==> src/sv/mcit_pkg.sv <==
// Shared types and codes for the multi-channel interval timer.
package mcit_pkg;

  typedef enum logic [1:0] {
    OP_TICK   = 2'd0,
    OP_CREATE = 2'd1,
    OP_CLEAR  = 2'd2
  } op_e;

  typedef enum logic [1:0] {
    KIND_EXPIRED = 2'd0,
    KIND_CREATED = 2'd1,
    KIND_FULL    = 2'd2
  } kind_e;

  typedef enum logic [2:0] {
    ST_IDLE = 3'b001,
    ST_TICK = 3'b010,
    ST_CRES = 3'b100
  } state_e;

  // One slot-table word.
  typedef struct packed {
    logic [7:0]  id;
    logic [31:0] count;
    logic [31:0] ival;
    logic        rpt;
  } slot_t;

endpackage

==> src/sv/mcit_in_if.sv <==
// Command channel: op, interval and repeat flag.
interface mcit_in_if;
  logic        valid;
  logic        ready;
  logic [1:0]  op;
  logic [31:0] interval;
  logic        repeat_req;

  modport source (output valid, output op, output interval, output repeat_req, input ready);
  modport sink   (input valid, input op, input interval, input repeat_req, output ready);
endinterface

==> src/sv/mcit_out_if.sv <==
// Result channel: kind, channel id and last flag.
interface mcit_out_if;
  logic       valid;
  logic       ready;
  logic [1:0] kind;
  logic [7:0] channel_id;
  logic       last;

  modport source (output valid, output kind, output channel_id, output last, input ready);
  modport sink   (input valid, input kind, input channel_id, input last, output ready);
endinterface

==> src/sv/mcit_free_find.sv <==
// Lowest free slot finder over the active flags.
module mcit_free_find #(
  parameter int unsigned NUM_CHANNELS = 16,
  parameter int unsigned IW           = 4
) (
  input  logic [NUM_CHANNELS-1:0] act_i,
  output logic                    found_o,
  output logic [IW-1:0]           idx_o
);

  always_comb begin
    found_o = 1'b0;
    idx_o   = '0;
    for (int i = NUM_CHANNELS - 1; i >= 0; i--) begin
      if (!act_i[i]) begin
        found_o = 1'b1;
        idx_o   = IW'(i);
      end
    end
  end

endmodule

==> src/sv/multi_channel_interval_timer.sv <==
// Top level of the multi-channel interval timer.
//
//  channel | dir | payload                       | beats per item
//  in_i    | in  | op, interval, repeat_req      | 1
//  out_o   | out | kind, channel_id, last        | 0 to NUM_CHANNELS
//
// A tick walks the slot memory one slot per cycle while no output stall
// holds it: acceptance, one read per slot through the single read port of
// the slot memory, the evaluate of the top slot when it is active, the close.
// A create claims its slot at acceptance and hands its result to the output
// register from the result state once that register is free; clear and the
// unused op code complete at acceptance.
// Reset clears the active flags, the id counter and all control state; the
// slot memory needs no clearing pass, as only active slots are ever evaluated.
// An expiry is held back one beat so the final one can carry last; the walk
// pauses while that held beat cannot enter a full output register.
module multi_channel_interval_timer import mcit_pkg::*; #(
  parameter int unsigned NUM_CHANNELS = 16
) (
  input  logic       clk_i,
  input  logic       rst_ni,
  mcit_in_if.sink    in_i,
  mcit_out_if.source out_o
);

  localparam int unsigned IW = (NUM_CHANNELS > 1) ? $clog2(NUM_CHANNELS) : 1;
  localparam int unsigned PW = $clog2(NUM_CHANNELS + 1);
  localparam logic [PW-1:0] PtrEnd = PW'(NUM_CHANNELS);

  // Control state
  state_e                  state_q, state_d;
  logic [NUM_CHANNELS-1:0] act_q;
  logic [7:0]              nid_q;
  logic [PW-1:0]           ptr_q;        // next slot to read
  logic                    ev_vld_q;     // rd_q holds an active slot
  logic [IW-1:0]           ev_idx_q;
  logic                    pend_vld_q;   // expiry held back for the last flag
  logic [7:0]              pend_id_q;
  logic                    out_vld_q;

  // Payload
  slot_t      rd_q;
  logic [7:0] cr_id_q;
  kind_e      cr_kind_q;
  kind_e      out_kind_q;
  logic [7:0] out_id_q;
  logic       out_last_q;

  // Slot memory: one word per channel, synchronous read.
  slot_t mem [NUM_CHANNELS];

  logic          in_acc, out_free;
  logic          is_tick, is_create, is_clear;
  logic          free_found;
  logic [IW-1:0] free_idx;
  logic [31:0]   cnt_inc;
  logic          hit, stall, advance, walk_done;
  logic          eval_go;
  logic          push_pend, push_fin, push_cr;
  logic          mem_we;
  logic [IW-1:0] mem_wa;
  slot_t         mem_wd;

  mcit_free_find #(
    .NUM_CHANNELS (NUM_CHANNELS),
    .IW           (IW)
  ) u_free_find (
    .act_i   (act_q),
    .found_o (free_found),
    .idx_o   (free_idx)
  );

  assign in_i.ready = (state_q == ST_IDLE);
  assign in_acc     = in_i.valid && in_i.ready;
  assign is_tick    = (in_i.op == OP_TICK);
  assign is_create  = (in_i.op == OP_CREATE);
  assign is_clear   = (in_i.op == OP_CLEAR);

  assign out_free = !out_vld_q || out_o.ready;

  // Evaluate stage of the walk
  assign cnt_inc   = rd_q.count + 32'd1;
  assign hit       = ev_vld_q && (cnt_inc == rd_q.ival);
  assign stall     = hit && pend_vld_q && !out_free;
  assign eval_go   = ev_vld_q && !stall;
  assign advance   = (state_q == ST_TICK) && !stall && (ptr_q != PtrEnd);
  assign walk_done = (state_q == ST_TICK) && (ptr_q == PtrEnd) && !ev_vld_q;

  assign push_pend = (state_q == ST_TICK) && hit && pend_vld_q && out_free;
  assign push_fin  = walk_done && pend_vld_q && out_free;
  assign push_cr   = (state_q == ST_CRES) && out_free;

  // Write port: claim on create, write-back during a tick walk.
  always_comb begin
    mem_we = 1'b0;
    mem_wa = ev_idx_q;
    mem_wd = rd_q;
    if (state_q == ST_IDLE) begin
      mem_we      = in_acc && is_create && free_found;
      mem_wa      = free_idx;
      mem_wd.id   = nid_q;
      mem_wd.count = '0;
      mem_wd.ival = in_i.interval;
      mem_wd.rpt  = in_i.repeat_req;
    end else begin
      mem_we       = eval_go;
      mem_wd.count = hit ? 32'd0 : cnt_inc;
    end
  end

  always_ff @(posedge clk_i) begin
    if (mem_we) begin
      mem[mem_wa] <= mem_wd;
    end
    if (advance) begin
      rd_q <= mem[ptr_q[IW-1:0]];
    end
  end

  always_comb begin
    state_d = state_q;
    unique case (state_q)
      ST_IDLE: begin
        if (in_acc && is_tick) begin
          state_d = ST_TICK;
        end else if (in_acc && is_create) begin
          state_d = ST_CRES;
        end
      end
      ST_TICK: begin
        if (walk_done && (!pend_vld_q || out_free)) begin
          state_d = ST_IDLE;
        end
      end
      ST_CRES: begin
        if (out_free) begin
          state_d = ST_IDLE;
        end
      end
      default: state_d = ST_IDLE;
    endcase
  end

  always_ff @(posedge clk_i or negedge rst_ni) begin
    if (!rst_ni) begin
      state_q    <= ST_IDLE;
      act_q      <= '0;
      nid_q      <= '0;
      ptr_q      <= '0;
      ev_vld_q   <= 1'b0;
      ev_idx_q   <= '0;
      pend_vld_q <= 1'b0;
      out_vld_q  <= 1'b0;
    end else begin
      state_q <= state_d;

      if (in_acc && is_tick) begin
        ptr_q    <= '0;
        ev_vld_q <= 1'b0;
      end else if (advance) begin
        ptr_q    <= ptr_q + PW'(1);
        ev_vld_q <= act_q[ptr_q[IW-1:0]];
        ev_idx_q <= ptr_q[IW-1:0];
      end else if (!stall) begin
        ev_vld_q <= 1'b0;
      end

      // Active flags
      if (in_acc && is_clear) begin
        act_q <= '0;
      end else if (in_acc && is_create && free_found) begin
        act_q[free_idx] <= 1'b1;
        nid_q           <= nid_q + 8'd1;
      end else if (eval_go && hit && !rd_q.rpt) begin
        act_q[ev_idx_q] <= 1'b0;
      end

      // Held-back expiry
      if (eval_go && hit) begin
        pend_vld_q <= 1'b1;
      end else if (push_fin) begin
        pend_vld_q <= 1'b0;
      end

      if (push_pend || push_fin || push_cr) begin
        out_vld_q <= 1'b1;
      end else if (out_o.ready) begin
        out_vld_q <= 1'b0;
      end
    end
  end

  // Payload registers
  always_ff @(posedge clk_i) begin
    if (eval_go && hit) begin
      pend_id_q <= rd_q.id;
    end
    if (in_acc && is_create) begin
      cr_kind_q <= free_found ? KIND_CREATED : KIND_FULL;
      cr_id_q   <= free_found ? nid_q : 8'd0;
    end
    if (push_pend) begin
      out_kind_q <= KIND_EXPIRED;
      out_id_q   <= pend_id_q;
      out_last_q <= 1'b0;
    end else if (push_fin) begin
      out_kind_q <= KIND_EXPIRED;
      out_id_q   <= pend_id_q;
      out_last_q <= 1'b1;
    end else if (push_cr) begin
      out_kind_q <= cr_kind_q;
      out_id_q   <= cr_id_q;
      out_last_q <= 1'b1;
    end
  end

  assign out_o.valid      = out_vld_q;
  assign out_o.kind       = out_kind_q;
  assign out_o.channel_id = out_id_q;
  assign out_o.last       = out_last_q;

`ifndef SYNTHESIS
  // No expiry may be left behind once the block is idle.
  a_idle_no_pend: assert property (@(posedge clk_i) disable iff (!rst_ni)
    (state_q == ST_IDLE) |-> !pend_vld_q)
    else $error("held expiry left over in idle");

  // The walk only evaluates slots that are still active.
  a_eval_active: assert property (@(posedge clk_i) disable iff (!rst_ni)
    ev_vld_q |-> act_q[ev_idx_q])
    else $error("evaluating an inactive slot");

  // The final expiry beat of a tick ends the walk.
  a_fin_ends_tick: assert property (@(posedge clk_i) disable iff (!rst_ni)
    push_fin |=> (state_q == ST_IDLE))
    else $error("walk continued after last beat");

  // The id counter moves only on a successful create.
  a_nid_step: assert property (@(posedge clk_i) disable iff (!rst_ni)
    (nid_q != $past(nid_q)) |-> ((state_q == ST_CRES) && (cr_kind_q == KIND_CREATED)))
    else $error("id counter moved without a create");
`endif

endmodule

==> src/flat_wrapper.sv <==
// flat-port wrapper written by rule: the top's interface ports become plain ports
module multi_channel_interval_timer_flat import mcit_pkg::*;
#(
  parameter int unsigned NUM_CHANNELS = 16
)
  (clk_i, rst_ni, in_i_valid, in_i_op, in_i_interval, in_i_repeat_req, in_i_ready, out_o_valid, out_o_kind, out_o_channel_id, out_o_last, out_o_ready);
  mcit_in_if in_i_i ();
  mcit_out_if out_o_i ();
  input  logic clk_i;
  input  logic rst_ni;
  input wire logic [$bits(in_i_i.valid)-1:0] in_i_valid;
  input wire logic [$bits(in_i_i.op)-1:0] in_i_op;
  input wire logic [$bits(in_i_i.interval)-1:0] in_i_interval;
  input wire logic [$bits(in_i_i.repeat_req)-1:0] in_i_repeat_req;
  output wire logic [$bits(in_i_i.ready)-1:0] in_i_ready;
  output wire logic [$bits(out_o_i.valid)-1:0] out_o_valid;
  output wire logic [$bits(out_o_i.kind)-1:0] out_o_kind;
  output wire logic [$bits(out_o_i.channel_id)-1:0] out_o_channel_id;
  output wire logic [$bits(out_o_i.last)-1:0] out_o_last;
  input wire logic [$bits(out_o_i.ready)-1:0] out_o_ready;
  assign in_i_i.valid = in_i_valid;
  assign in_i_i.op = in_i_op;
  assign in_i_i.interval = in_i_interval;
  assign in_i_i.repeat_req = in_i_repeat_req;
  assign in_i_ready = in_i_i.ready;
  assign out_o_valid = out_o_i.valid;
  assign out_o_kind = out_o_i.kind;
  assign out_o_channel_id = out_o_i.channel_id;
  assign out_o_last = out_o_i.last;
  assign out_o_i.ready = out_o_ready;
  multi_channel_interval_timer #(.NUM_CHANNELS(NUM_CHANNELS)) u_core (.clk_i(clk_i), .rst_ni(rst_ni), .in_i(in_i_i), .out_o(out_o_i));
endmodule
==> config.mk <==
export PLATFORM = sky130hd
export DESIGN_NAME = multi_channel_interval_timer_flat
export DESIGN_NICKNAME = d
export VERILOG_FILES = /design/src/sv/mcit_pkg.sv /design/src/sv/mcit_in_if.sv /design/src/sv/mcit_out_if.sv /design/src/sv/mcit_free_find.sv /design/src/sv/multi_channel_interval_timer.sv /design/src/flat_wrapper.sv
export SDC_FILE = /design/constraint.sdc
export NUM_CORES = 1
export LEC_CHECK = 0
export BUFFER_PORTS_ARGS = -buffer_cell sky130_fd_sc_hd__buf_2
export CELL_PAD_IN_SITES_DETAIL_PLACEMENT = 1
export CELL_PAD_IN_SITES_GLOBAL_PLACEMENT = 1
export CORE_ASPECT_RATIO = 1.5
export CORE_UTILIZATION = 57
export DETAILED_ROUTE_END_ITERATION = 10
export PLACE_DENSITY = 0.83
export SYNTH_ARGS = -nofsm -noshare
export SYNTH_HDL_FRONTEND = slang
export SYNTH_SLANG_ARGS = --single-unit
==> constraint.sdc <==
create_clock -name clk_i -period 12.5 [get_ports clk_i]
set_input_delay 1.25 -clock clk_i [delete_from_list [all_inputs] [get_ports clk_i]]
set_output_delay 1.25 -clock clk_i [all_outputs]
set_load 0.05 [all_outputs]
==> impl_metrics.env <==
export IMPL_worst_slew_pin_slew_ns=1.29
export IMPL_clkLatencyLatePin_ns=0.74
export IMPL_clockBufferDepth=3
export IMPL_clk_transition_reported_paths_ns=0.06
export IMPL_areaGrowthSynthToFinish_pct=10.0
export IMPL_cp_start_kind="flip-flop"
export IMPL_htreeDepth=3
export IMPL_status="complete, no violations"
export IMPL_setup_tns_final_ns=0
export IMPL_pwr_share_comb_pct=9.2
export IMPL_finalHoldViolations=0
export IMPL_setup_slack_ns=6.58
export IMPL_wl_um=139000
export IMPL_slew_headroom_pct=13.8
export IMPL_grt_pass1_vias=28388
export IMPL_drt_iter0_drc=2851
export IMPL_vias=26201
export IMPL_hpwl_um=80800
export IMPL_postCtsSetupRepairBufs=0
export IMPL_pin_count=52
export IMPL_fmax_mhz=169
export IMPL_drv_slew=0
export IMPL_drv_cap=0
export IMPL_die_x_um=249
export IMPL_synth_top_cell_by_area="edfxtp_1"
export IMPL_p_leak_nw=17.8
export IMPL_power_frac_seq_pct=53.6
export IMPL_layout_drive_gt1_share_pct=25.3
export IMPL_fp_dieH_um=373
export IMPL_drc=0
export IMPL_fin_crit_sh_pct=47.4
export IMPL_drt_pass1_iterations=5
export IMPL_multi_input_area_sq_um=12600
export IMPL_antenna_left=0
export IMPL_crit_fanout=42
export IMPL_antenna_found_initial=3
export IMPL_swShare_pct=23.0
export IMPL_fin_nets=2625
export IMPL_synthArstFlopShare_pct=2.98
export IMPL_rows=135
export IMPL_synth_area_sq_um=52200
export IMPL_ys_types=84
export IMPL_ctsResizeCount=0
export IMPL_postSynthCellCount=2506
export IMPL_crit_end="u_core.mem[9][69]"
export IMPL_grt_pass1_wl_um=202000
export IMPL_pre_cts_ws_ns=6.73
export IMPL_start_util_pct=57.6
export IMPL_rsz0062_at_grt="false"
export IMPL_cp_end_kind="flip-flop"
export IMPL_crit_type="flip-flop to flip-flop"
export IMPL_synthTopCellsByArea="edfxtp_1 (73%), mux4_2 (16%), dfrtp_1 (1.8%)"
export IMPL_cp_startpoint="u_core.rd_q[33]"
export IMPL_synth_seq_cells=1309
export IMPL_antenna_cells=0
export IMPL_fill_cells=7342
export IMPL_place_congestion=0.961
export IMPL_fin_skew_ns=0.0439
export IMPL_irDropWorstVdd_uv=144
export IMPL_synth_edf_count=1267
export IMPL_post_route_min_period_ns=5.92
export IMPL_numPortBuffers=51
export IMPL_grt_max_degree=118
export IMPL_dieArea_sq_um=92800
export IMPL_cp_required_ns=12.83
export IMPL_switching_power_mw=2.16
export IMPL_root_buffer="clkbuf_16"
export IMPL_ys_flop_type="edfxtp_1"
export IMPL_reg2regPathDepth=11
export IMPL_rr_endpoint="u_core.mem[9][69]"
export IMPL_grtUsageTotal_pct=30.9
export IMPL_cts_buffers=113
export IMPL_r2r_setup_slack_ns=6.58
export IMPL_ys_warn_count=0
export IMPL_rr_startpoint="u_core.rd_q[33]"
export IMPL_wl_per_cell_um=36.2
export IMPL_cts_hold_buf=0
export IMPL_powerDensity_nw_per_um2=163
export IMPL_arrival_ns=6.26
export IMPL_avgSynthCellArea_sq_um=20.8
export IMPL_hp_class="flip-flop to flip-flop"
export IMPL_clkPwrFrac_pct=37.1
export IMPL_yosysSeqAreaShare_pct=74.9
export IMPL_synth_top_cell_area_share_pct=72.9
export IMPL_ff_latch_area_sq_um=39100
export IMPL_cts_sinks=1309
export IMPL_setup_violations=0
export IMPL_core_area_sq_um=90500
export IMPL_internal_power_mw=7.21
export IMPL_syn_num_nets=2549
export IMPL_viasPerCell=6.82
export IMPL_grt_overflow=0
export IMPL_cts_tree="done"
[kinds of logic after synthesis]
logic type / count (synthesis) / synth area share [%]
multiplexers: 391 / 16.5
adder cells (fa/ha/maj): 4 / 0.0959
AO/OA/AOI/OAI: 118 / 1.66
XOR/XNOR: 52 / 0.979
buffers and inverters: 143 / 1.12
AND/OR/NAND/NOR: 489 / 4.74
flip-flops: 1309 / 74.9
[how the worst min path moves through the flow]
| stage | startpoint | slack, ns | depth (start not counted) | endpoint |
|---|---|---|---|---|
| detailed placement | u_core.rd_q[72] | 0.44 | 0 | u_core.pend_id_q[7] |
| CTS | u_core.rd_q[67] | 0.45 | 0 | u_core.pend_id_q[2] |
| floorplan | u_core.rd_q[65] | 0.43 | 0 | u_core.pend_id_q[0] |
| global placement | u_core.rd_q[72] | 0.44 | 0 | u_core.pend_id_q[7] |
| global route | u_core.rd_q[72] | 0.47 | 0 | u_core.pend_id_q[7] |
| finish | u_core.rd_q[67] | 0.45 | 0 | u_core.pend_id_q[2] |
[layer usage]
metal / GRT usage (%) / part of all wire, % / routed length, um / up-vias
met3: 3.91 / 6.1 / 8470 / 333
met4: 17.1 / 5.6 / 7810 / 2
met1: 36.4 / 35 / 48300 / 14028
li1: - / - / - / 10537
met2: 55.4 / 54 / 74500 / 1301
met5: 0 / 0.0050 / 7 / -
[Yosys cell counts, drive strengths merged (4+ instances only)]
| cell | number |
|---|---|
| nor4 | 16 |
| nand3 | 38 |
| mux2 | 14 |
| o2111ai | 6 |
| xor2 | 20 |
| mux4 | 370 |
| nor2 | 80 |
| mux2i | 7 |
| a22oi | 4 |
| clkbuf | 74 |
| a41oi | 7 |
| a31oi | 10 |
| a21oi | 17 |
| nor2b | 19 |
| o31ai | 4 |
| ha | 4 |
| and4 | 11 |
| xnor2 | 28 |
| nand2b | 14 |
| nand4 | 30 |
| and3 | 18 |
| xnor3 | 4 |
| or3 | 6 |
| dfrtp | 38 |
| buf | 52 |
| nor3b | 4 |
| or2 | 4 |
| o211ai | 5 |
| nand2 | 197 |
| nor3 | 19 |
| inv | 17 |
| o21ai | 23 |
| and2 | 19 |
| edfxtp | 1267 |
[worst max-delay path, stage by stage, from the launching register on]
cell	delay (ns)
edfxtp_1	0.48
ha_1	0.32
nand4_2	0.34
nor4_4	0.48
nand4_1	0.27
xor2_1	0.43
o2111ai_1	0.21
nor4_2	0.36
nand3_2	0.35
a22oi_2	1.08
nor2_4	0.51
buf_4	0.57
[cells in the final DEF, fill, tap and decap left out, drive strengths merged, types with 11 or more instances in the layout]
cell and instances:
nand3 38, o21ai 23, mux2 14, edfxtp 1267, nor2 80, dfrtp 38, a21oi 17, inv 22
mux4 370, clkinv 38, nand2 197, xnor2 28, buf 87, clkbuf 154, and4 11, nand2b 14
and3 18, nor3 19, xor2 20, and2 19, nor2b 19, nand4 30, nor4 16
[through the flow]
step	instances	util [%]	instance area, sq um	hold slack, ns	power, mW
final	3841	63.4	57400	0.454	9.37
after CTS	3841	63.4	57400	0.454	9.42
after floorplan	2506	-	52200	0.426	5.69
after global placement	3631	59.4	53800	0.441	5.92
after detailed placement	3631	59.4	53800	0.436	5.98
after global routing	3841	63.4	57400	0.469	9.58
[state kept, by name, indices dropped and copies added (netlist names), 2 cells and up]
register                 cells
u_core.state_q               3
u_core.act_q                16
u_core.out_o.channel_id      8
u_core.nid_q                 8
u_core.pend_id_q             8
u_core.out_o.kind            2
u_core.rd_q                 73
u_core.ev_idx_q              4
u_core.mem                1168
u_core.ptr_q                 5
u_core.cr_id_q               8
u_core.cr_kind_q             2
[cell type report]
type | count | share of cell area (%)
flip-flops and latches | 1309 | 68.1
multi-input cells | 1054 | 22.0
clock buffers | 154 | 5.28
well taps | 1164 | 2.54
clock inverters | 56 | 1.03
repair buffers | 87 | 0.937
inverters | 17 | 0.111
[power groups by stage]
stage	combinational (mW)	clock [mW]	sequential, mW
2_1_floorplan	0.604	0	5.08
3_3_place_gp	0.814	0	5.11
3_5_place_dp	0.861	0	5.12
4_1_cts	0.874	3.52	5.02
5_1_grt	0.912	3.64	5.03
6_report	0.865	3.48	5.02
Note: power is estimated with default switching activity, not from simulation.
